## config.mk

```make
export PLATFORM = sky130hd
export DESIGN_NAME = smau_cell
export DESIGN_NICKNAME = d
export VERILOG_FILES = /design/src/rtl/smau_pkg.sv /design/src/rtl/smau_cell.sv
export SDC_FILE = /design/constraint.sdc
export NUM_CORES = 2
export LEC_CHECK = 0
export BUFFER_PORTS_ARGS = -buffer_cell sky130_fd_sc_hd__buf_4
export CAP_MARGIN = 40
export CORE_MARGIN = 4
export CORE_UTILIZATION = 30
export CTS_CLUSTER_SIZE = 20
export DETAILED_ROUTE_END_ITERATION = 12
export PLACE_DENSITY = 0.47
export SETUP_SLACK_MARGIN = 0.05
export SYNTH_ARGS = -nofsm -noshare
export SYNTH_HDL_FRONTEND = slang
export SYNTH_SLANG_ARGS = --single-unit
export TNS_END_PERCENT = 1
```

## constraint.sdc

```tcl
create_clock -name aclk -period 26.4 [get_ports aclk]
set_input_delay 2.64 -clock aclk [delete_from_list [all_inputs] [get_ports aclk]]
set_output_delay 2.64 -clock aclk [all_outputs]
set_load 0.02 [all_outputs]
```

## src/rtl/smau_pkg.sv

```systemverilog
// Package for the square matrix arithmetic unit: dimensions, command codes,
// transaction payload structs, the controller state type and sat32. No dependencies.
package smau_pkg;

    localparam int Dim = 4;
    localparam int Cells = Dim * Dim;
    localparam int IdxW = (Dim > 1) ? $clog2(Dim) : 1;
    localparam int CellW = (Cells > 1) ? $clog2(Cells) : 1;
    localparam int AccW = 48 + $clog2(Dim + 1);

    typedef enum logic [2:0] {
        CMD_WRITE_A = 3'd0,
        CMD_WRITE_B = 3'd1,
        CMD_ADD     = 3'd2,
        CMD_SUB     = 3'd3,
        CMD_MUL     = 3'd4,
        CMD_CMP     = 3'd5
    } cmd_t;

    typedef struct packed {
        logic [2:0]         command;
        logic [2:0]         row;
        logic [2:0]         column;
        logic signed [31:0] value;
        logic               write_back;
    } in_item_t;

    typedef struct packed {
        logic [2:0]         out_row;
        logic [2:0]         out_column;
        logic signed [31:0] result_value;
        logic               equal;
        logic               last;
    } out_item_t;

    typedef enum logic [1:0] {
        ST_IDLE,
        ST_RUN,
        ST_EMIT
    } state_t;

    function automatic logic signed [31:0] sat32(input logic signed [AccW-1:0] v);
        if (v > AccW'(signed'(32'sh7fffffff))) return 32'sh7fffffff;
        if (v < AccW'(signed'(32'sh80000000))) return 32'sh80000000;
        return v[31:0];
    endfunction

endpackage

```

## src/rtl/smau_cell.sv

```systemverilog
// One multiply-accumulate cell of the row; owns column j of the current row.
// Depends on smau_pkg.
module smau_cell (
    input  logic                      aclk,
    input  logic                      clear,
    input  logic                      mac_en,
    input  logic signed [31:0]        a_in,
    input  logic signed [31:0]        b_in,
    output logic signed [smau_pkg::AccW-1:0] acc
);
    logic signed [63:0] prod;
    logic signed [smau_pkg::AccW-1:0] acc_reg;

    // Arithmetic right shift truncates toward minus infinity.
    assign prod = 64'(a_in) * 64'(b_in);

    always_ff @(posedge aclk) begin
        if (clear) begin
            acc_reg <= '0;
        end else if (mac_en) begin
            acc_reg <= acc_reg + smau_pkg::AccW'(prod >>> 16);
        end
    end

    assign acc = acc_reg;
endmodule
```

* Word-level counts from Yosys, hierarchy flattened *
Index checks and enable logic that the tools add are counted.

cells by class
  add/sub/neg operators = 1
  multipliers = 1

operator list
  cell              number
  $mul A32 B32 Y64  1
  $add A51 B48 Y51  1

word-level totals
  bits in registers = 51
  input bits = 67
  output and inout bits = 51
  logic and storage cells = 3

* Depth between registers and ports, before layout *
  word-level depth = 2
  mapped depth = 41
  gate-level depth less buffers = 39

* Least setup slack after synthesis *
OpenSTA, ideal clock, no wires.

  path kind = input-to-reg
  start point = input b_in[2]
  end point = register acc_reg (netlist bit acc[50])
  library setup time = 0.123 ns
  arrival time = 12.047 ns
  required time = 26.277 ns
  setup slack = 14.230 ns
  cell stages on the path = 33
  buffers on the path = 1
  path through = clkbuf_1 -> nand2_1 -> inv_1 -> fa_1 -> fa_1 -> fa_1 -> inv_1 -> fa_1 -> inv_1 -> fa_1 -> fa_1 -> fa_1 -> fa_1 -> ha_1 -> and3_1 -> and4_1 -> and3_1 -> nand2_1 -> o211ai_1 -> a31oi_1 -> or3_1 -> o21ai_0 -> a21oi_1 -> xnor2_1 -> ha_1 -> a21o_1 -> a21oi_1 -> nor2b_1 -> or4b_2 -> a211oi_1 -> o211ai_1 -> nand2_1 -> mux2_1

between the ends
  cells in the longest elaborated chain, start to end = 2

RTL lines
  element                 line             text
  start: declaration      smau_cell.sv:8   input logic signed [31:0] b_in,
  $mul A32 B32 Y64        smau_cell.sv:15  assign prod = 64'(a_in) * 64'(b_in);
  $add A51 B48 Y51        smau_cell.sv:21  acc_reg <= acc_reg + smau_pkg::AccW'(prod >>> 16);
  end signal: assignment  smau_cell.sv:21
  end: declaration        smau_cell.sv:12  logic signed [smau_pkg::AccW-1:0] acc_reg;

No other way between the ends.
A chain may end at the register's enable or synchronous reset.

* Worst setup path in the final report *
Same ends and word-level chain as after synthesis.

==> flow_metrics.env <==
export IMPL_synth_ff_type="dfxtp_1"
export IMPL_dieHeight_um=374
export IMPL_max_clock_freq_mhz=76.2
export IMPL_gp_congestion=0.818
export IMPL_cts_tree="built"
export IMPL_synth_area_per_cell_um2=9.20
export IMPL_portBuffers=117
export IMPL_firstDrtPassIters=8
export IMPL_ctsResizeCount=0
export IMPL_period_share_pct=49.7
export IMPL_fin_crit_ps=13120
export IMPL_slew_headroom_pct=48.3
export IMPL_grt_max_degree=55
export IMPL_initial_core_util_pct=30.2
export IMPL_cts_root_buf="clkbuf_16"
export IMPL_clk_insertion_delay_late_ps=310
export IMPL_ant_nets=0
export IMPL_wl_per_cell_um=19.1
export IMPL_drive_gt1_share_pct=3.35
export IMPL_die_width_um=374
export IMPL_status="complete, no violations"
export IMPL_fin_tns_setup_ps=0
export IMPL_clock_path_buffers=2
export IMPL_cpMaxStageDelayCell="fa_1"
export IMPL_critPathMaxStageDelay_ps=1050
export IMPL_critPathCaptureType="flop"
export IMPL_place_hpwl_um=93900
export IMPL_core_area_um2=133000
export IMPL_final_setup_skew_ps=13.7
export IMPL_ctsHoldBuffers=0
export IMPL_max_slew_worst_pin_slew_ps=756
export IMPL_grt_antenna_before_repair=3
export IMPL_post_cts_buffers=0
export IMPL_seq_area_frac_synth_pct=2.54
export IMPL_htree_levels=2
export IMPL_ys_async_sr_fraction_pct=0
export IMPL_crit_type="primary input to flop"
export IMPL_rows=134
export IMPL_via_per_inst=4.67
export IMPL_clkSinkCount=51
export IMPL_netlist_area_um2=40200
export IMPL_drtIter0Drc=1198
export IMPL_post_route_drc_count=0
export IMPL_cts_made_buffers=5
export IMPL_wirelength_um=115000
export IMPL_hold_class="flop to flop"
export IMPL_grt_first_pass_wirelength_um=186000
export IMPL_synth_cell_types=69
export IMPL_hold_viol=0
export IMPL_crit_top_cell="fa_1"
export IMPL_grt_pass1_vias=31800
export IMPL_r2r_setup_slack_ps=22410
export IMPL_largest_reg_flops=51
export IMPL_fillerInstances=14100
export IMPL_drv_cap=0
export IMPL_yosys_register_bits=51
export IMPL_yosys_warnings=0
export IMPL_worstPathRequired_ps=26600
export IMPL_dieArea_um2=140000
export IMPL_synth_fp_nets=5755
export IMPL_grt_ovfl_total=0
export IMPL_via_count=28200
export IMPL_io_pins=118
export IMPL_maxSlewViolCount=0
export IMPL_final_net_count=5649
export IMPL_rsz0062_at_grt="false"
export IMPL_cp_max_fo=32
export IMPL_cp_buffers_inverters=4
export IMPL_synth_edf_count=0
export IMPL_syn_to_final_growth_pct=5.92
export IMPL_cp_start_kind="primary input"
export IMPL_path_clk_slew_ps=80
export IMPL_grt_use_total_pct=16.9
export IMPL_critPathTopFamily="adder cells"
export IMPL_arrival_ps=13320
export IMPL_syn_inst=4370
export IMPL_setup_viol=0
[final cells by class]
| type | count | area, um2 | share of cell area, % |
|---|---|---|---|
| clock inverter | 3 | 20.0 | 0.0470 |
| clock buffer | 5 | 125 | 0.294 |
| multi-input combinational | 3138 | 34700 | 81.6 |
| antenna | 1 | 2.50 | 0.00588 |
| tap | 1768 | 2210 | 5.20 |
| inverter | 947 | 3550 | 8.35 |
| sequential | 51 | 1020 | 2.40 |
| timing repair buffer | 121 | 908 | 2.13 |
[worst min-delay path, cell delays in order (launching register included)]
cell     delay, ps
dfxtp_1        340
nand2_1         60
o31ai_1         60
[final timing paths]
check	end	startpoint	cells after the start
worst max-delay path	acc[50]	b_in[2]	30
worst min-delay path	acc[48]	acc[48]	2
worst max register to register	acc[50]	acc[0]	13
worst min register to register	acc[48]	acc[48]	2
[synthesized netlist by cell type, drive strengths merged, types with 3 or more instances]
library cell / instances / share of area, %
fa: 1082 / 54
inv: 947 / 8.8
nand2: 564 / 5.3
and2: 501 / 7.8
ha: 236 / 7.3
clkbuf: 231 / 2.2
a21oi: 132 / 1.6
nor2: 118 / 1.1
xnor2: 73 / 1.6
a21o: 64 / 1.2
o21ai: 55 / 0.68
dfxtp: 51 / 2.5
mux2i: 30 / 0.75
nand3: 29 / 0.36
xor2: 29 / 0.63
nand4: 24 / 0.37
nand2b: 23 / 0.36
o21bai: 18 / 0.34
nor3: 16 / 0.21
o21a: 16 / 0.30
a211oi: 15 / 0.28
o211ai: 13 / 0.26
nor2b: 12 / 0.19
o31ai: 9 / 0.17
a31oi: 8 / 0.16
or3: 7 / 0.11
and3: 6 / 0.093
and4: 6 / 0.13
a2111oi: 4 / 0.13
a41oi: 3 / 0.065
buf: 3 / 0.050
o221ai: 3 / 0.065
o22ai: 3 / 0.047
[metrics by stage]
| step | hold WS (ps) | setup slack (ps) | cell area, um2 | instances | util (%) |
|---|---|---|---|---|---|
| 2_1_floorplan | 546 | 14230 | 40200 | 4370 | - |
| 3_3_place_gp | 483 | 13020 | 42400 | 6025 | 31.8 |
| 3_5_place_dp | 492 | 12960 | 42400 | 6025 | 31.8 |
| 4_1_cts | 505 | 13250 | 42600 | 6033 | 31.9 |
| 5_1_grt | 527 | 12570 | 42600 | 6033 | 31.9 |
| 6_report | 496 | 13280 | 42600 | 6034 | 31.9 |
[kinds of logic after synthesis]
group / Yosys count / synth area share (%)
flip-flops: 51 / 2.54
AO/OA/AOI/OAI: 368 / 5.90
adder cells (fa/ha/maj): 1318 / 61.2
XOR/XNOR: 102 / 2.22
multiplexers: 32 / 0.803
AND/OR/NAND/NOR: 1318 / 16.2
buffers and inverters: 1181 / 11.1
[metal layers]
layer  GRT usage (%)  up-vias  wire (um)
li1                -    12700          -
met1            20.7    15000      46200
met2            32.5      397      63500
met3            1.22       89       2910
met4            2.87        4       2340
met5               0        -         25
[layout by cell type (no fill, tap or decap), types with 3 or more instances in the layout]
cell type | synthesis | routed
and2_1 | 500 | 500
and4_1 | 6 | 6
o22ai_1 | 3 | 3
a21o_1 | 64 | 64
o21ai_0 | 55 | 55
a31oi_1 | 7 | 7
o21bai_1 | 18 | 18
a211oi_1 | 15 | 15
a2111oi_0 | 3 | 3
nor3_1 | 15 | 15
o221ai_1 | 3 | 3
mux2i_1 | 30 | 30
o31ai_1 | 9 | 9
dfxtp_1 | 51 | 51
xor2_1 | 29 | 29
nand4_1 | 24 | 24
nor2_1 | 118 | 118
a21oi_1 | 132 | 132
clkbuf_16 | 0 | 5
buf_4 | 0 | 121
o21a_1 | 16 | 16
a41oi_1 | 3 | 3
xnor2_1 | 73 | 73
fa_1 | 1082 | 1082
or3_1 | 7 | 7
inv_1 | 947 | 947
nand2b_1 | 23 | 23
nand2_1 | 564 | 564
nand3_1 | 29 | 29
and3_1 | 6 | 6
nor2b_1 | 12 | 12
o211ai_1 | 12 | 12
ha_1 | 236 | 236
Power is not shown: default switching activity piles up to over one toggle a cycle in this logic, so the estimate is an artifact.
